File: config.mk
export PLATFORM = sky130hd
export DESIGN_NAME = fkj_chain
export DESIGN_NICKNAME = d
export VERILOG_FILES = /design/src/rtl/fkj_pkg.sv /design/src/rtl/fkj_chain.sv
export SDC_FILE = /design/constraint.sdc
export NUM_CORES = 2
export LEC_CHECK = 0
export ABC_AREA = 1
export BUFFER_PORTS_ARGS = -buffer_cell sky130_fd_sc_hd__buf_2
export CAP_MARGIN = 20
export CORE_ASPECT_RATIO = 1.75
export CORE_MARGIN = 8
export CORE_UTILIZATION = 40
export CTS_CLUSTER_DIAMETER = 120
export CTS_CLUSTER_SIZE = 12
export DETAILED_ROUTE_END_ITERATION = 12
export PLACE_DENSITY = 0.52
export SLEW_MARGIN = 20
export SYNTH_ARGS = -nofsm -noshare
export SYNTH_HDL_FRONTEND = slang
export SYNTH_SLANG_ARGS = --single-unit
File: constraint.sdc
create_clock -name clock -period 41 [get_ports clock]
set_input_delay 2.05 -clock clock [delete_from_list [all_inputs] [get_ports clock]]
set_output_delay 2.05 -clock clock [all_outputs]
set_load 0.1 [all_outputs]
File: src/rtl/fkj_pkg.sv
// Shared types, constants and helper functions for the leg kinematics Jacobian unit.
package fkj_pkg;

   localparam int NUM_JOINTS = 6;
   localparam int MAX_STEPS  = 24;
   localparam int OUT_W      = 18;
   localparam int ANG_W      = 16;
   localparam int TH_W       = 35;
   localparam int XY_W       = 33;

   localparam logic signed [TH_W-1:0] PI_Q30          = 35'sd3373259426;
   localparam logic signed [TH_W-1:0] HALF_PI_Q30     = 35'sd1686629713;
   localparam logic signed [XY_W-1:0] CORDIC_GAIN_Q30 = 33'sd652032874;

   typedef logic [2:0] joint_idx_type;
   typedef logic [1:0] axis_type;

   localparam axis_type AXIS_X = 2'd0;
   localparam axis_type AXIS_Y = 2'd1;
   localparam axis_type AXIS_Z = 2'd2;

   localparam joint_idx_type LAST_JOINT = 3'd5;

   function automatic axis_type joint_axis(input joint_idx_type j);
      axis_type a;
      case (j)
         3'd0, 3'd2, 3'd3: a = AXIS_Y;
         3'd1, 3'd4:       a = AXIS_X;
         default:          a = AXIS_Z;
      endcase
      return a;
   endfunction

   function automatic axis_type axis_next(input axis_type a);
      axis_type n;
      case (a)
         AXIS_X:  n = AXIS_Y;
         AXIS_Y:  n = AXIS_Z;
         default: n = AXIS_X;
      endcase
      return n;
   endfunction

   function automatic logic signed [TH_W-1:0] atan_q30(input logic [4:0] i);
      logic signed [TH_W-1:0] t;
      case (i)
         5'd0:    t = 35'sh03243F6A8;
         5'd1:    t = 35'sh01DAC6705;
         5'd2:    t = 35'sh00FADBAFC;
         5'd3:    t = 35'sh007F56EA6;
         5'd4:    t = 35'sh003FEAB76;
         5'd5:    t = 35'sh001FFD55B;
         5'd6:    t = 35'sh000FFFAAA;
         5'd7:    t = 35'sh0007FFF55;
         5'd8:    t = 35'sh0003FFFEA;
         5'd9:    t = 35'sh0001FFFFD;
         5'd10:   t = 35'sh0000FFFFF;
         5'd11:   t = 35'sh00007FFFF;
         5'd12:   t = 35'sh00003FFFF;
         5'd13:   t = 35'sh00001FFFF;
         5'd14:   t = 35'sh00000FFFF;
         5'd15:   t = 35'sh000007FFF;
         5'd16:   t = 35'sh000003FFF;
         5'd17:   t = 35'sh000001FFF;
         5'd18:   t = 35'sh000000FFF;
         5'd19:   t = 35'sh0000007FF;
         5'd20:   t = 35'sh0000003FF;
         5'd21:   t = 35'sh0000001FF;
         5'd22:   t = 35'sh0000000FF;
         5'd23:   t = 35'sh00000007F;
         default: t = '0;
      endcase
      return t;
   endfunction

   function automatic logic signed [OUT_W-1:0] sat_out(input logic signed [47:0] v);
      logic signed [OUT_W-1:0] s;
      if (v > 48'sd131071) begin
         s = 18'sd131071;
      end else if (v < -48'sd131072) begin
         s = -18'sd131072;
      end else begin
         s = v[OUT_W-1:0];
      end
      return s;
   endfunction

endpackage

File: src/rtl/fkj_chain.sv
// Frame chaining and Jacobian column sequencer on one shared multiply-accumulate unit.
module fkj_chain import fkj_pkg::*; #(
   parameter int LEN_FRAC_BITS = 16
) (
   input  logic                            clock,
   input  logic                            reset,
   input  logic                            start,
   input  logic                            leg_side,
   input  logic signed [LEN_FRAC_BITS+3:0] sin_vals [NUM_JOINTS],
   input  logic signed [LEN_FRAC_BITS+3:0] cos_vals [NUM_JOINTS],
   output logic                            done,
   output logic                            rsp_valid,
   input  logic                            rsp_ready,
   output logic [2:0]                      rsp_column_index,
   output logic signed [OUT_W-1:0]         rsp_linear_x,
   output logic signed [OUT_W-1:0]         rsp_linear_y,
   output logic signed [OUT_W-1:0]         rsp_linear_z,
   output logic signed [OUT_W-1:0]         rsp_angular_x,
   output logic signed [OUT_W-1:0]         rsp_angular_y,
   output logic signed [OUT_W-1:0]         rsp_angular_z,
   output logic signed [OUT_W-1:0]         rsp_end_x,
   output logic signed [OUT_W-1:0]         rsp_end_y,
   output logic signed [OUT_W-1:0]         rsp_end_z,
   output logic                            rsp_last_column
);

   localparam int W  = LEN_FRAC_BITS + 4;
   localparam int PW = 2 * W + 2;
   localparam int AW = 2 * W + 4;

   localparam longint ONE_L     = 64'sd1 << LEN_FRAC_BITS;
   localparam longint B_KNEE_X  = -((23 * ONE_L + 500) / 1000);
   localparam longint B_THIGH_Z = (35 * ONE_L + 50) / 100;
   localparam longint B_HR_Y    = (3 * ONE_L + 50) / 100;
   localparam longint B_HY_Y    = (47 * ONE_L + 500) / 1000;
   localparam longint B_HY_Z    = (985 * ONE_L + 5000) / 10000;

   typedef enum logic [2:0] {ST_IDLE, ST_POS, ST_ROT, ST_SAVE, ST_JAC, ST_EMIT}
      chain_state_type;

   chain_state_type     state_ff;
   joint_idx_type       j_ff;
   axis_type            r_ff;
   logic [1:0]          k_ff;
   logic signed [W-1:0] rot_ff [3][3];
   logic signed [W-1:0] p_ff [3];
   logic signed [W-1:0] a_ff [NUM_JOINTS][3];
   logic signed [W-1:0] q_ff [NUM_JOINTS][3];
   logic signed [W-1:0] lin_ff [3];
   logic signed [W-1:0] tmp_ff;
   logic signed [AW-1:0] acc_ff;
   logic                done_ff;
   logic                out_valid_ff;
   logic [2:0]          idx_ff;
   logic signed [OUT_W-1:0] lx_ff, ly_ff, lz_ff, ax_ff, ay_ff, az_ff, ex_ff, ey_ff, ez_ff;
   logic                last_ff;

   axis_type            ax, u, v, i1, i2, ia, id;
   logic signed [W-1:0] b_vec [3];
   logic signed [W:0]   opa, opb;
   logic signed [PW-1:0] prod;
   logic signed [AW-1:0] base, acc_in;
   logic                neg;
   logic signed [AW-1:0] rnd_full;
   logic signed [W-1:0] rnd_val;
   logic                emit_go;

   assign emit_go = (state_ff == ST_EMIT) && (!out_valid_ff || rsp_ready);

   always_comb begin
      ax = joint_axis(j_ff);
      u  = axis_next(ax);
      v  = axis_next(u);
      i1 = axis_next(r_ff);
      i2 = axis_next(i1);
      ia = k_ff[0] ? i2 : i1;
      id = k_ff[0] ? i1 : i2;

      b_vec[0] = '0;
      b_vec[1] = '0;
      b_vec[2] = '0;
      case (j_ff)
         3'd2: begin
            b_vec[0] = W'(B_KNEE_X);
            b_vec[2] = W'(B_THIGH_Z);
         end
         3'd3: b_vec[2] = W'(B_THIGH_Z);
         3'd4: b_vec[1] = leg_side ? -W'(B_HR_Y) : W'(B_HR_Y);
         3'd5: begin
            b_vec[1] = leg_side ? -W'(B_HY_Y) : W'(B_HY_Y);
            b_vec[2] = W'(B_HY_Z);
         end
         default: b_vec[0] = '0;
      endcase

      opa  = '0;
      opb  = '0;
      base = '0;
      neg  = 1'b0;
      case (state_ff)
         ST_POS: begin
            opa  = (W+1)'(rot_ff[r_ff][k_ff]);
            opb  = (W+1)'(b_vec[k_ff]);
            base = (k_ff == 2'd0) ? '0 : acc_ff;
         end
         ST_ROT: begin
            opa  = k_ff[0] ? (W+1)'(rot_ff[r_ff][v]) : (W+1)'(rot_ff[r_ff][u]);
            opb  = (k_ff == 2'd0 || k_ff == 2'd3) ? (W+1)'(cos_vals[j_ff])
                                                 : (W+1)'(sin_vals[j_ff]);
            neg  = (k_ff == 2'd2);
            base = k_ff[0] ? acc_ff : '0;
         end
         ST_JAC: begin
            opa  = (W+1)'(a_ff[j_ff][ia]);
            opb  = (W+1)'(p_ff[id]) - (W+1)'(q_ff[j_ff][id]);
            neg  = k_ff[0];
            base = k_ff[0] ? acc_ff : '0;
         end
         default: begin
            opa = '0;
         end
      endcase
      prod     = opa * opb;
      acc_in   = neg ? base - AW'(prod) : base + AW'(prod);
      rnd_full = (acc_in + (AW'(1) <<< (LEN_FRAC_BITS - 1))) >>> LEN_FRAC_BITS;
      rnd_val  = W'(rnd_full);
   end

   always_ff @(posedge clock) begin
      if (reset) begin
         state_ff     <= ST_IDLE;
         out_valid_ff <= 1'b0;
         done_ff      <= 1'b0;
      end else begin
         done_ff <= emit_go && (j_ff == LAST_JOINT);
         if (emit_go) begin
            out_valid_ff <= 1'b1;
         end else if (rsp_ready) begin
            out_valid_ff <= 1'b0;
         end
         case (state_ff)
            ST_IDLE: begin
               if (start) begin
                  for (int r = 0; r < 3; r++) begin
                     p_ff[r] <= '0;
                     for (int c = 0; c < 3; c++) begin
                        rot_ff[r][c] <= (r == c) ? W'(ONE_L) : '0;
                     end
                  end
                  j_ff     <= '0;
                  r_ff     <= AXIS_X;
                  k_ff     <= '0;
                  state_ff <= ST_POS;
               end
            end
            ST_POS: begin
               acc_ff <= acc_in;
               if (k_ff == 2'd2) begin
                  p_ff[r_ff] <= p_ff[r_ff] + rnd_val;
                  k_ff       <= '0;
                  if (r_ff == AXIS_Z) begin
                     r_ff     <= AXIS_X;
                     state_ff <= ST_ROT;
                  end else begin
                     r_ff <= r_ff + 1'b1;
                  end
               end else begin
                  k_ff <= k_ff + 1'b1;
               end
            end
            ST_ROT: begin
               acc_ff <= acc_in;
               k_ff   <= k_ff + 1'b1;
               if (k_ff == 2'd1) begin
                  tmp_ff <= rnd_val;
               end
               if (k_ff == 2'd3) begin
                  rot_ff[r_ff][u] <= tmp_ff;
                  rot_ff[r_ff][v] <= rnd_val;
                  if (r_ff == AXIS_Z) begin
                     r_ff     <= AXIS_X;
                     state_ff <= ST_SAVE;
                  end else begin
                     r_ff <= r_ff + 1'b1;
                  end
               end
            end
            ST_SAVE: begin
               for (int r = 0; r < 3; r++) begin
                  a_ff[j_ff][r] <= rot_ff[r][ax];
                  q_ff[j_ff][r] <= p_ff[r];
               end
               k_ff <= '0;
               r_ff <= AXIS_X;
               if (j_ff == LAST_JOINT) begin
                  j_ff     <= '0;
                  state_ff <= ST_JAC;
               end else begin
                  j_ff     <= j_ff + 1'b1;
                  state_ff <= ST_POS;
               end
            end
            ST_JAC: begin
               acc_ff <= acc_in;
               if (k_ff[0]) begin
                  lin_ff[r_ff] <= rnd_val;
                  k_ff         <= '0;
                  if (r_ff == AXIS_Z) begin
                     r_ff     <= AXIS_X;
                     state_ff <= ST_EMIT;
                  end else begin
                     r_ff <= r_ff + 1'b1;
                  end
               end else begin
                  k_ff <= 2'd1;
               end
            end
            ST_EMIT: begin
               if (emit_go) begin
                  idx_ff       <= j_ff;
                  lx_ff        <= sat_out(48'(lin_ff[0]));
                  ly_ff        <= sat_out(48'(lin_ff[1]));
                  lz_ff        <= sat_out(48'(lin_ff[2]));
                  ax_ff        <= sat_out(48'(a_ff[j_ff][0]));
                  ay_ff        <= sat_out(48'(a_ff[j_ff][1]));
                  az_ff        <= sat_out(48'(a_ff[j_ff][2]));
                  ex_ff        <= sat_out(48'(p_ff[0]));
                  ey_ff        <= sat_out(48'(p_ff[1]));
                  ez_ff        <= sat_out(48'(p_ff[2]));
                  last_ff      <= (j_ff == LAST_JOINT);
                  if (j_ff == LAST_JOINT) begin
                     state_ff <= ST_IDLE;
                  end else begin
                     j_ff     <= j_ff + 1'b1;
                     state_ff <= ST_JAC;
                  end
               end
            end
            default: state_ff <= ST_IDLE;
         endcase
      end
   end

   assign done             = done_ff;
   assign rsp_valid        = out_valid_ff;
   assign rsp_column_index = idx_ff;
   assign rsp_linear_x     = lx_ff;
   assign rsp_linear_y     = ly_ff;
   assign rsp_linear_z     = lz_ff;
   assign rsp_angular_x    = ax_ff;
   assign rsp_angular_y    = ay_ff;
   assign rsp_angular_z    = az_ff;
   assign rsp_end_x        = ex_ff;
   assign rsp_end_y        = ey_ff;
   assign rsp_end_z        = ez_ff;
   assign rsp_last_column  = last_ff;

endmodule

==> results.tsv <==
metric	value	unit
CP Data Arrival Time	19.23	ns
CTS resizes	0	
vias per cell	5.566	
die outline width	351.9	microns
Synth cell types	67	
Fin. Hold Viols	0	
crit path max fanout	101	
P&R area growth vs syn	10.75	%
crit end category	flip-flop	
Setup crit start kind	flip-flop	
detailed-router iteration count before antenna repair	7	
fin crit share	45.78	%
Syn. warnings	0	
global route overflow	0	
row cnt	216	
max_cap viols	0	
Worst Tran Pin Value	1.307	ns
Slew headroom	11.96	%
R2R depth	73	
die area	0.2125	sq mm
CP Class	flip-flop to flip-flop	
GP Congestion	0.9688	
Total Routing Usage GR	28.40	%
Max stage delay on crit path	0.83	ns
worst setup margin	22.23	ns
Crit-path slowest cell	dfxtp_4	
clk sink count	1339	
Tmin final	18.77	ns
initial core utilization	40.10	%
clock transition at the registers of the reported paths	0.07	ns
final slew viol count	0	
Synth Flop Type	edfxtp_1	
Worst Hold Depth	0	
first-pass GRT wire length	443100	microns
nets	9367	
core area	0.1970	sq mm
worst min path class	flip-flop to flip-flop	
root buffer cell	clkbuf_16	
largest net degree at the start of global routing	119	
syn_area_per_cell	9.572	sq um
clock latency at the later pin of the worst-skew pair	0.80	ns
layout cells sized above 1	10.03	%
CTS max path bufs	3	
vias in the first global route	63639	
final setup TNS	0	ns
Setup Fix Bufs, Post-CTS	0	
Synth Register Bits	1339	
count of flip-flops with a built-in enable after synthesis	1329	
syn nets	9082	
IO Count	413	
First DRT Iteration DRCs	5238	
RSZ-0062 raised after global routing	false	
TritonCTS Buffers	121	
Crit path top cell by count	nand2_1	
ys async rst share	0	%
CTS tree	yes	
Setup WS pre-CTS	22.43	ns
CP Data Required Time	41.46	ns
fin util	44.41	%
worst hold slack	0.4631	ns
DIE HEIGHT	603.9	microns
clock skew	0.09675	ns
CTS H-tree depth	3	
Vias	62344	
total wire length	311400	microns
DR WL/cell	27.80	microns
Seq/Total Area, Yosys	50.77	%
status	finished, final reports clean	
initial antenna violation count	14	
dpl hpwl	228500	microns
CTS Hold Bufs	0	
Post-Syn Area	0.07900	sq mm
Syn Inst Count	8253	
endpoints failing setup	0	
# DRC	0	
PortBufs	412	
Final ANT Viol Nets	0	
fmax	53.27	MHz
-- flip-flops by register name, summed over array words and instances, names as in the netlist, named ones only --
signal,cells
lin_ff,60
rsp_linear_y,18
rsp_linear_x,18
rsp_angular_x,18
rsp_valid,1
a_ff,360
rsp_column_index,3
acc_ff,36
rsp_linear_z,18
rot_ff,240
rsp_end_y,18
rsp_end_x,18
rsp_angular_z,18
k_ff,2
rsp_angular_y,18
p_ff,80
rsp_last_column,1
state_ff,3
r_ff,2
done,1
tmp_ff,20
rsp_end_z,18
j_ff,3
q_ff,360
-- cell type report --
class / instances / area [sq um]
Sequential cell: 1339 / 40120
Tap cell: 2616 / 3273
Multi-Input combinational cell: 5310 / 32900
Clock buffer: 159 / 3171
Inverter: 1198 / 4518
Fill cell: 18961 / 109500
Antenna cell: 2 / 5.005
Timing Repair Buffer: 568 / 3283
Clock inverter: 8 / 217.7
-- routing by layer --
| metal | vias up | track usage [%] | part of all wire [%] |
|---|---|---|---|
| met3 | 845 | 4.050 | 5.8 |
| met5 | - | 0 | 0.0061 |
| met4 | 4 | 23.60 | 10 |
| met2 | 2609 | 50.64 | 50 |
| met1 | 30941 | 29.46 | 34 |
| li1 | 27945 | - | - |
-- Yosys cell counts (32+ instances only) --
cell type,count,area share (%)
a21oi_1,494,3.1
a22oi_1,50,0.48
a32o_1,52,0.66
buf_1,41,0.19
buf_2,54,0.34
clkbuf_1,287,1.4
edfxtp_1,1329,51
fa_1,395,10
ha_1,189,3.0
inv_1,1152,5.5
inv_2,34,0.16
nand2_1,1856,8.8
nand3_1,299,1.9
nand4_1,46,0.36
nor2_1,761,3.6
nor3_1,33,0.21
o211ai_1,69,0.66
o21ai_0,553,3.5
o221ai_1,32,0.35
o22ai_1,119,0.94
xor2_1,94,1.0
-- worst max-delay path, delay by kind of cell (launching register included) --
family	cells	cell delay, ns
AO/OA/AOI/OAI	17	3.81
XOR/XNOR	3	1.08
adder cells (fa/ha/maj)	11	5.54
buffers and inverters	17	3.21
flip-flops	1	0.83
AND/OR/NAND/NOR	25	3.74
-- layout by cell type, fill, tap and decap left out, drive strengths merged, types with 52 or more instances in the layout --
| cell type | n |
|---|---|
| fa | 395 |
| ha | 189 |
| a21oi | 495 |
| o22ai | 119 |
| edfxtp | 1329 |
| o211ai | 72 |
| a32o | 52 |
| buf | 568 |
| nand2 | 1877 |
| nor2 | 780 |
| xor2 | 96 |
| nand3 | 311 |
| clkbuf | 159 |
| o21ai | 579 |
| inv | 1188 |
-- cell families (layout without fill, tap and decap cells) --
kind of cell,count (synthesis),count (layout),synth area share [%]
flops,1339,1339,50.77
fa+ha+maj,584,584,13.00
compound gates,1509,1509,11.10
mux,1,1,0.01267
simple gates,3090,3090,15.81
xor+xnor,126,126,1.416
other cells,0,2,0
buf+inv,1604,1933,7.884
-- worst paths after layout --
path                                         startpoint                             end  slack, ns
worst max-delay path                          flip-flop       p_ff[0][19]$_SDFFCE_PN0P_      22.23
worst min-delay path            lin_ff[2][19]$_DFFE_PP_  rsp_linear_z[17]$_SDFFCE_PN0P_       0.46
worst max register to register                flip-flop       p_ff[0][19]$_SDFFCE_PN0P_      22.23
worst min register to register  lin_ff[2][19]$_DFFE_PP_  rsp_linear_z[17]$_SDFFCE_PN0P_       0.46
-- through the flow --
stage	std cells	instance area (sq um)
floorplan	8253	79000
global placement	11029	84060
detailed placement	11031	84090
CTS	11198	87480
global route	11199	87490
finish	11200	87490
Power is left out: the tool's default activity adds up to more than one toggle a clock period on the data nets, which glitch-free logic cannot reach.
