===== src/rtl/fkj_pkg.sv =====
// Shared types, constants and helper functions for the leg kinematics Jacobian unit.
package fkj_pkg;

   localparam int NUM_JOINTS = 6;
   localparam int MAX_STEPS  = 24;
   localparam int OUT_W      = 18;
   localparam int ANG_W      = 16;
   localparam int TH_W       = 35;
   localparam int XY_W       = 33;

   localparam logic signed [TH_W-1:0] PI_Q30          = 35'sd3373259426;
   localparam logic signed [TH_W-1:0] HALF_PI_Q30     = 35'sd1686629713;
   localparam logic signed [XY_W-1:0] CORDIC_GAIN_Q30 = 33'sd652032874;

   typedef logic [2:0] joint_idx_type;
   typedef logic [1:0] axis_type;

   localparam axis_type AXIS_X = 2'd0;
   localparam axis_type AXIS_Y = 2'd1;
   localparam axis_type AXIS_Z = 2'd2;

   localparam joint_idx_type LAST_JOINT = 3'd5;

   function automatic axis_type joint_axis(input joint_idx_type j);
      axis_type a;
      case (j)
         3'd0, 3'd2, 3'd3: a = AXIS_Y;
         3'd1, 3'd4:       a = AXIS_X;
         default:          a = AXIS_Z;
      endcase
      return a;
   endfunction

   function automatic axis_type axis_next(input axis_type a);
      axis_type n;
      case (a)
         AXIS_X:  n = AXIS_Y;
         AXIS_Y:  n = AXIS_Z;
         default: n = AXIS_X;
      endcase
      return n;
   endfunction

   function automatic logic signed [TH_W-1:0] atan_q30(input logic [4:0] i);
      logic signed [TH_W-1:0] t;
      case (i)
         5'd0:    t = 35'sh03243F6A8;
         5'd1:    t = 35'sh01DAC6705;
         5'd2:    t = 35'sh00FADBAFC;
         5'd3:    t = 35'sh007F56EA6;
         5'd4:    t = 35'sh003FEAB76;
         5'd5:    t = 35'sh001FFD55B;
         5'd6:    t = 35'sh000FFFAAA;
         5'd7:    t = 35'sh0007FFF55;
         5'd8:    t = 35'sh0003FFFEA;
         5'd9:    t = 35'sh0001FFFFD;
         5'd10:   t = 35'sh0000FFFFF;
         5'd11:   t = 35'sh00007FFFF;
         5'd12:   t = 35'sh00003FFFF;
         5'd13:   t = 35'sh00001FFFF;
         5'd14:   t = 35'sh00000FFFF;
         5'd15:   t = 35'sh000007FFF;
         5'd16:   t = 35'sh000003FFF;
         5'd17:   t = 35'sh000001FFF;
         5'd18:   t = 35'sh000000FFF;
         5'd19:   t = 35'sh0000007FF;
         5'd20:   t = 35'sh0000003FF;
         5'd21:   t = 35'sh0000001FF;
         5'd22:   t = 35'sh0000000FF;
         5'd23:   t = 35'sh00000007F;
         default: t = '0;
      endcase
      return t;
   endfunction

   function automatic logic signed [OUT_W-1:0] sat_out(input logic signed [47:0] v);
      logic signed [OUT_W-1:0] s;
      if (v > 48'sd131071) begin
         s = 18'sd131071;
      end else if (v < -48'sd131072) begin
         s = -18'sd131072;
      end else begin
         s = v[OUT_W-1:0];
      end
      return s;
   endfunction

endpackage


===== src/rtl/fkj_cordic_lane.sv =====
// One CORDIC lane: negates a joint angle and iterates sine and cosine one step a cycle.
module fkj_cordic_lane import fkj_pkg::*; #(
   parameter int LEN_FRAC_BITS = 16,
   parameter int CORDIC_STEPS  = 16
) (
   input  logic                          clock,
   input  logic                          reset,
   input  logic                          start,
   input  logic signed [ANG_W-1:0]       angle,
   output logic                          done,
   output logic signed [LEN_FRAC_BITS+3:0] sin_val,
   output logic signed [LEN_FRAC_BITS+3:0] cos_val
);

   localparam int W     = LEN_FRAC_BITS + 4;
   localparam int NSTEP = (CORDIC_STEPS < MAX_STEPS) ? CORDIC_STEPS : MAX_STEPS;
   localparam int CNT_W = $clog2(NSTEP + 1);
   localparam int SH    = 30 - LEN_FRAC_BITS;

   typedef enum logic [1:0] {ST_IDLE, ST_RUN, ST_FIN} lane_state_type;

   lane_state_type         state_ff;
   logic [CNT_W-1:0]       step_ff;
   logic signed [TH_W-1:0] th_ff;
   logic signed [XY_W-1:0] x_ff, y_ff;
   logic                   flip_ff;
   logic                   done_ff;
   logic signed [W-1:0]    sin_ff, cos_ff;

   logic signed [TH_W-1:0] th_neg, th_raw, th_in;
   logic                   flip_in;
   logic signed [XY_W-1:0] dx, dy, x_in, y_in, x_r, y_r;
   logic signed [TH_W-1:0] th_step_in;
   logic signed [TH_W-1:0] atan_v;

   always_comb begin
      th_neg = -TH_W'(angle);
      th_raw = th_neg <<< 17;
      if (th_raw > HALF_PI_Q30) begin
         th_in   = th_raw - PI_Q30;
         flip_in = 1'b1;
      end else if (th_raw < -HALF_PI_Q30) begin
         th_in   = th_raw + PI_Q30;
         flip_in = 1'b1;
      end else begin
         th_in   = th_raw;
         flip_in = 1'b0;
      end
      atan_v = atan_q30(5'(step_ff));
      dx     = y_ff >>> step_ff;
      dy     = x_ff >>> step_ff;
      if (!th_ff[TH_W-1]) begin
         x_in       = x_ff - dx;
         y_in       = y_ff + dy;
         th_step_in = th_ff - atan_v;
      end else begin
         x_in       = x_ff + dx;
         y_in       = y_ff - dy;
         th_step_in = th_ff + atan_v;
      end
      x_r = (x_ff + (XY_W'(1) <<< (SH - 1))) >>> SH;
      y_r = (y_ff + (XY_W'(1) <<< (SH - 1))) >>> SH;
   end

   always_ff @(posedge clock) begin
      if (reset) begin
         state_ff <= ST_IDLE;
         done_ff  <= 1'b0;
      end else begin
         done_ff <= (state_ff == ST_FIN);
         case (state_ff)
            ST_IDLE: begin
               if (start) begin
                  th_ff    <= th_in;
                  flip_ff  <= flip_in;
                  x_ff     <= CORDIC_GAIN_Q30;
                  y_ff     <= '0;
                  step_ff  <= '0;
                  state_ff <= ST_RUN;
               end
            end
            ST_RUN: begin
               x_ff    <= x_in;
               y_ff    <= y_in;
               th_ff   <= th_step_in;
               step_ff <= step_ff + 1'b1;
               if (step_ff == CNT_W'(NSTEP - 1)) begin
                  state_ff <= ST_FIN;
               end
            end
            ST_FIN: begin
               cos_ff   <= flip_ff ? -W'(x_r) : W'(x_r);
               sin_ff   <= flip_ff ? -W'(y_r) : W'(y_r);
               state_ff <= ST_IDLE;
            end
            default: state_ff <= ST_IDLE;
         endcase
      end
   end

   assign done    = done_ff;
   assign sin_val = sin_ff;
   assign cos_val = cos_ff;

endmodule


===== config.mk =====
export PLATFORM = sky130hd
export DESIGN_NAME = fkj_cordic_lane
export DESIGN_NICKNAME = d
export VERILOG_FILES = /design/src/rtl/fkj_pkg.sv /design/src/rtl/fkj_cordic_lane.sv
export SDC_FILE = /design/constraint.sdc
export NUM_CORES = 1
export LEC_CHECK = 0
export BUFFER_PORTS_ARGS = -buffer_cell sky130_fd_sc_hd__buf_4
export CAP_MARGIN = 20
export CORE_MARGIN = 1.5
export CORE_UTILIZATION = 40
export DETAILED_ROUTE_END_ITERATION = 6
export SYNTH_ARGS = -nofsm -noshare
export SYNTH_HDL_FRONTEND = slang
export SYNTH_SLANG_ARGS = --single-unit
export TNS_END_PERCENT = 10

===== constraint.sdc =====
create_clock -name clock -period 16.4 [get_ports clock]
set_input_delay 1.64 -clock clock [delete_from_list [all_inputs] [get_ports clock]]
set_output_delay 1.64 -clock clock [all_outputs]
set_load 0.02 [all_outputs]

==> reports/results.tsv, run 1 <==
metric	value	unit
coreArea	50000	um^2
r2r_start	step_ff[1]$_DFFE_PP_	
boundaryPins	60	
yosysTopAreaCell	edfxtp_1	
cts-root-buf	clkbuf_16	
grt_pass1_vias	16919	
min_period	7.31	ns
first_iter_violations	1552	
synth_commonest_cells	nor2_1, nand2_1, a21oi_1, edfxtp_1, xnor2_1	
synth_xor_area_frac	0.117	
cp.required	16.61	ns
maxSlewViolCount	0	
synth_area_leaders	edfxtp_1, mux4_2, ha_1	
antenna_found_initial	0	
synth_nets	2473	
drt_wl_total	58000	um
synth_seq_cells	180	
ant_nets	0	
grt_max_degree	84	
yosysWarningCount	0	
synth_flop_cell	edfxtp_1	
ir_drop	0.0638	mV
ctsHoldBuffers	0	
path_max_fanout	62	
gp_congestion	0.959	
clockBufferDepth	2	
worstSetupPathType	reg2reg	
hold_path_depth	1	
syn-cell-area	20200	um^2
cp-end-kind	flop	
grtUsageTotal	0.226	
synth_edf_count	147	
path_clk_slew	0.07	ns
setup_violations	0	
synth_fa_ha_area_frac	0.0769	
port_buffers	59	
rr_endpoint	x_ff[29]$_SDFFCE_PN1P_	
r2r_slack	9.09	ns
avgRoutedWirePerCell	19.5	um
die_w	227	um
overflow	0	
hp-class	reg2reg	
synthSimpleGateAreaFrac	0.176	
synth.most_common_cell	nor2_1	
synth_cell_types	87	
diodes	0	
cts.repair.resized	0	
ys_async_sr_fraction	0	
tightest_slew	1.02	ns
cts_sinks	180	
synth_compound_area_frac	0.203	
nNetsFinal	2437	
tns	0	ns
synthMuxAreaShare	0.134	
fmax	137	MHz
cp-start-kind	flop	
dieHeight	227	um
relSlewSlack	0.303	
syn_area_per_cell	8.64	um^2
syn_inst	2332	
whs_endpoint	state_ff[0]$_SDFFE_PP0P_	
drc	0	
total_power	2.45	mW
rsz0062_at_grt	no	
cts-htree-levels	4	
drive_gt1_frac	0.107	
fin_worst_skew	0.0117	ns
synth_top_family_by_area	compound AO/OA/AOI/OAI gates	
seq_area_frac_synth	0.252	
power.density	113	nW/um^2
detail_route.first_pass.iterations	6	
numCtsBuffers	17	
die_area	51700	um^2
via_per_inst	6.03	
synth_top_area_share	0.219	
place_hpwl	43000	um
min-delay-start	state_ff[0]$_SDFFE_PP0P_	
status	completed	
num-fill-cells	4852	
crit_arrival	7.52	ns
cts_setup_buffers	0	
r2r_cells	24	
clkLatencyLatePin	0.48	ns
rows	82	
syn2layout_area_growth	7.20	%
leakagePower	8.19	nW
vias	17985	
cap_violations	0	
finalHoldViolCount	0	
start_util	0.403	
grt_pass1_wl	91400	um
cts_tree	done	
min_period_over_period	0.446	
-- cells in the final DEF, fill, tap and decap left out, drive strengths merged, types with 36 or more instances in the layout --
master / n
a21o: 45
edfxtp: 147
nand2: 182
inv: 69
xnor2: 142
a21oi: 175
mux4: 73
nor3: 64
nand3: 46
mux2i: 67
ha: 119
xor2: 124
nand2b: 39
nor2: 247
a31oi: 38
buf: 80
o21ai: 153
a211oi: 36
-- sequential cells by signal, indices dropped and copies added (netlist names) --
register  count
atan_v       30
state_ff      2
cos_val      20
y_ff         33
sin_val      20
step_ff       5
th_ff        35
done          1
flip_ff       1
x_ff         33
-- cell families (layout without fill, tap and decap cells) --
kind of cell	Yosys count	count (layout)
buf+inv	201	178
fa+ha+maj	122	122
xor+xnor	267	267
compound gates	643	643
simple gates	744	744
mux	175	175
flops	180	180
-- area by class of cell --
class / instances / area, um^2 / area share
clock buffer: 22 / 454 / 0.0210
timing repair buffer: 80 / 601 / 0.0278
clock inverter: 10 / 123 / 0.00568
inverter: 66 / 250 / 0.0116
tap: 672 / 841 / 0.0389
sequential: 180 / 5070 / 0.235
multi-input combinational: 1951 / 14300 / 0.660
-- routing by layer --
| layer | routed length [um] | up-vias | global-route usage |
|---|---|---|---|
| li1 | - | 8610 | - |
| met1 | 25000 | 8659 | 0.285 |
| met2 | 27500 | 602 | 0.380 |
| met3 | 3110 | 114 | 0.0324 |
| met4 | 2320 | 0 | 0.102 |
| met5 | 0 | - | 0 |
-- worst max-delay path: stages (launching register included) --
cell      delay, ns
edfxtp_1       0.41
buf_4          0.35
buf_4          0.73
mux4_2         0.62
mux2i_1        0.53
nand2_1        0.11
o21ai_0        0.17
nor2_1         0.07
a21oi_1        0.19
ha_1           0.24
nand3_1        0.13
nor4_1         0.49
and3_1         0.37
a21oi_1        0.12
xor2_1         0.19
ha_1           0.34
a21o_1         0.20
a21o_1         0.18
a21o_1         0.18
nor4_1         0.61
nor3_1         0.20
nor3_1         0.23
o21bai_1       0.10
xor2_1         0.14
nand2b_1       0.14
-- how the worst max path moves through the flow --
stage                             endpoint  cells past startpoint  slack [ns]            startpoint
finish              x_ff[29]$_SDFFCE_PN1P_                     24        9.09  step_ff[1]$_DFFE_PP_
detailed placement  x_ff[29]$_SDFFCE_PN1P_                     24        9.24  step_ff[1]$_DFFE_PP_
global placement    x_ff[29]$_SDFFCE_PN1P_                     24        9.48  step_ff[1]$_DFFE_PP_
global route        x_ff[29]$_SDFFCE_PN1P_                     20        8.57  step_ff[0]$_DFFE_PP_
floorplan            atan_v[19]$_SDFF_PP0_                      7        9.69                 start
CTS                 x_ff[29]$_SDFFCE_PN1P_                     24        9.21  step_ff[1]$_DFFE_PP_
-- report_power, final --
part           switching, mW  internal [mW]
sequential             0.101          0.578
clock                  0.189          0.229
combinational          0.766          0.585
total                   1.06           1.39
-- through the flow --
step	area [um^2]	setup slack (ns)	instances	hold slack [ns]	utilization
final	21600	9.09	2981	0.560	0.432
after detailed placement	21000	9.24	2949	0.541	0.421
after floorplan	20200	9.69	2332	0.478	-
after global routing	21600	8.57	2981	0.583	0.432
after global placement	21000	9.48	2949	0.538	0.421
after CTS	21600	9.21	2981	0.557	0.432
Note: power is estimated with default switching activity, not from simulation.
==> run 2: changes to the inputs <==
==> constraint.sdc (replaced) <==
create_clock -name clock -period 7.25 [get_ports clock]
set_input_delay 0.725 -clock clock [delete_from_list [all_inputs] [get_ports clock]]
set_output_delay 0.725 -clock clock [all_outputs]
set_load 0.02 [all_outputs]
==> run 2 against run 1 <==
Routed wire length increased by 4.7%. First-iteration DRC count is 5.9% lower. Utilization grew 0.53 points. Global-route usage increased by 1.5 points. Final cell count increased by 0.97%. Clock power rose by 130%. Power is 130% higher. Combinational power grew 130%. Register-to-register slack lost 8.4 ns. Non-clock buffer count up 29. Critical path depth down 5. Critical path type unchanged. Critical endpoint is now y_ff[32]$_SDFFCE_PN0P_.
==> reports/results.tsv, run 2 (same netlist as run 1, synthesis figures left out) <==
metric	value	unit	change
start_util	0.403		unchanged
crit_buf_inv	1		was 2
first_iter_violations	1460		was 1552
cts_tree	done		unchanged
grtUsageTotal	0.241		was 0.226
largest_reg_flops	35		unchanged
crit_chain	buf_4, mux4_2, o32ai_1, mux4_2, nand4_1, nor3b_1, a21oi_1, xor2_1, ha_1, a211oi_1, o21ai_0, o21a_1, a211o_1, o221ai_1, nand2_1, a21o_1, a211oi_1, xnor3_1, and2_1		was buf_4, buf_4, mux4_2, mux2i_1, nand2_1, o21ai_0, nor2_1, a21oi_1, ha_1, nand3_1, nor4_1, and3_1, a21oi_1, xor2_1, ha_1, a21o_1, a21o_1, a21o_1, nor4_1, nor3_1, nor3_1, o21bai_1, xor2_1, nand2b_1
dieHeight	227	um	unchanged
via_per_inst	6.04		was 6.03
coreArea	50000	um^2	unchanged
port_buffers	59		unchanged
finalHoldViolCount	0		unchanged
multi_input_area	14300	um^2	about the same
reg.largest.list	th_ff x35, x_ff x33, y_ff x33		unchanged
num-fill-cells	4897		was 4852
hp-class	in2reg		was reg2reg
vias	18187		was 17985
dr.max_layer_used	met4		unchanged
final_cell_mix	nor2_1, nand2_1, a21oi_1		unchanged
r2r_cells	19		was 24
cts.repair.resized	0		unchanged
place_hpwl	45100	um	was 43000 um
cp.required	7.50	ns	was 16.61 ns
ctsHoldBuffers	0		unchanged
slowest_delay	0.72	ns	was 0.73 ns
cts_sinks	180		unchanged
nNetsFinal	2466		was 2437
crit_arrival	6.82	ns	was 7.52 ns
gp_congestion	0.928		was 0.959
relSlewSlack	0.227		was 0.303
path_delay_family	compound AO/OA/AOI/OAI gates		was simple AND/OR/NAND/NOR gates
die_area	51700	um^2	unchanged
min_period_over_period	0.906		was 0.446
drt_wl_total	60800	um	was 58000 um
setup_ws	0.685	ns	was 9.09 ns
clkLatencyLatePin	0.50	ns	was 0.48 ns
fmax	152	MHz	was 137 MHz
final_common_cell	nor2_1		unchanged
cp-end-kind	flop		unchanged
cts-root-buf	clkbuf_16		unchanged
cap_violations	0		unchanged
path_clk_slew	0.07	ns	about the same
maxSlewViolCount	0		unchanged
rows	82		unchanged
tns	0	ns	unchanged
clockBufferDepth	2		unchanged
rsz0062_at_grt	no		unchanged
overflow	0		unchanged
boundaryPins	60		unchanged
design_area	21900	um^2	was 21600 um^2
avgRoutedWirePerCell	20.2	um	was 19.5 um
grt_pass1_wl	97300	um	was 91400 um
min_period	6.57	ns	was 7.31 ns
status	completed		unchanged
fin_worst_skew	0.00795	ns	was 0.0117 ns
numCtsBuffers	17		unchanged
wl_met3	3740	um	was 3110 um
grt_max_degree	73		was 84
dp_slack	0.859	ns	was 9.24 ns
antenna_found_initial	1		was 0
hold_path_depth	2		was 1
seqCellArea	5070	um^2	unchanged
diodes	0		unchanged
cp-start-kind	flop		unchanged
cts-htree-levels	4		unchanged
power.density	257	nW/um^2	was 113 nW/um^2
path_depth	19		was 24
die_w	227	um	unchanged
wl_met1	25400	um	was 25000 um
setup_violations	0		unchanged
cp_slowest_cell	edfxtp_1		was buf_4
tightest_slew	1.16	ns	was 1.02 ns
post_dp_cell_area	21300	um^2	was 21000 um^2
largest-register	th_ff		unchanged
syn2layout_area_growth	8.51	%	was 7.20%
detail_route.first_pass.iterations	5		was 6
drc	0		unchanged
ant_nets	0		unchanged
route.met2.wl	29000	um	was 27500 um
worstSetupPathType	reg2reg		unchanged
ir_drop	0.191	mV	was 0.0638 mV
grt_pass1_vias	17564		was 16919
leakagePower	8.36	nW	was 8.19 nW
cts_setup_buffers	0		unchanged
drive_gt1_frac	0.121		was 0.107
path_max_fanout	18		was 62
## run 2: final timing paths
path / startpoint / slack, ns / end
max reg2reg: step_ff[0]$_DFFE_PP_ / 0.68 / y_ff[32]$_SDFFCE_PN0P_
max: step_ff[0]$_DFFE_PP_ / 0.68 / y_ff[32]$_SDFFCE_PN0P_
min reg2reg: state_ff[0]$_SDFFE_PP0P_ / 0.56 / state_ff[0]$_SDFFE_PP0P_
min: reset / 0.46 / state_ff[1]$_SDFFE_PP0P_
## run 2: power breakdown
group / switching, mW / internal (mW) / leakage, nW
Clock: 0.479 / 0.495 / 0.294
Combinational: 1.78 / 1.34 / 6.41
Sequential: 0.218 / 1.31 / 1.65
Total: 2.48 / 3.15 / 8.36
## run 2: layout make-up
type | instances | area share
Timing Repair Buffer | 109 | 0.0380
Clock buffer | 19 | 0.0217
Inverter | 66 | 0.0114
Clock inverter | 13 | 0.00595
Sequential cell | 180 | 0.232
Multi-Input combinational cell | 1951 | 0.652
Tap cell | 672 | 0.0385
## run 2: metal layers
layer | GRT usage | vias up
li1 | - | 8666
met1 | 0.298 | 8762
met2 | 0.406 | 615
met3 | 0.0439 | 144
met4 | 0.111 | 0
met5 | 0 | -
## run 2: per-stage QoR
| step | instances | util | hold slack [ns] | power, mW |
|---|---|---|---|---|
| after CTS | 3010 | 0.438 | 0.417 | 5.61 |
| after floorplan | 2332 | - | 0.478 | 3.88 |
| final | 3010 | 0.438 | 0.460 | 5.62 |
| after global routing | 3010 | 0.438 | 0.440 | 6.04 |
| after detailed placement | 2978 | 0.426 | 0.540 | 4.61 |
| after global placement | 2978 | 0.426 | 0.524 | 4.57 |
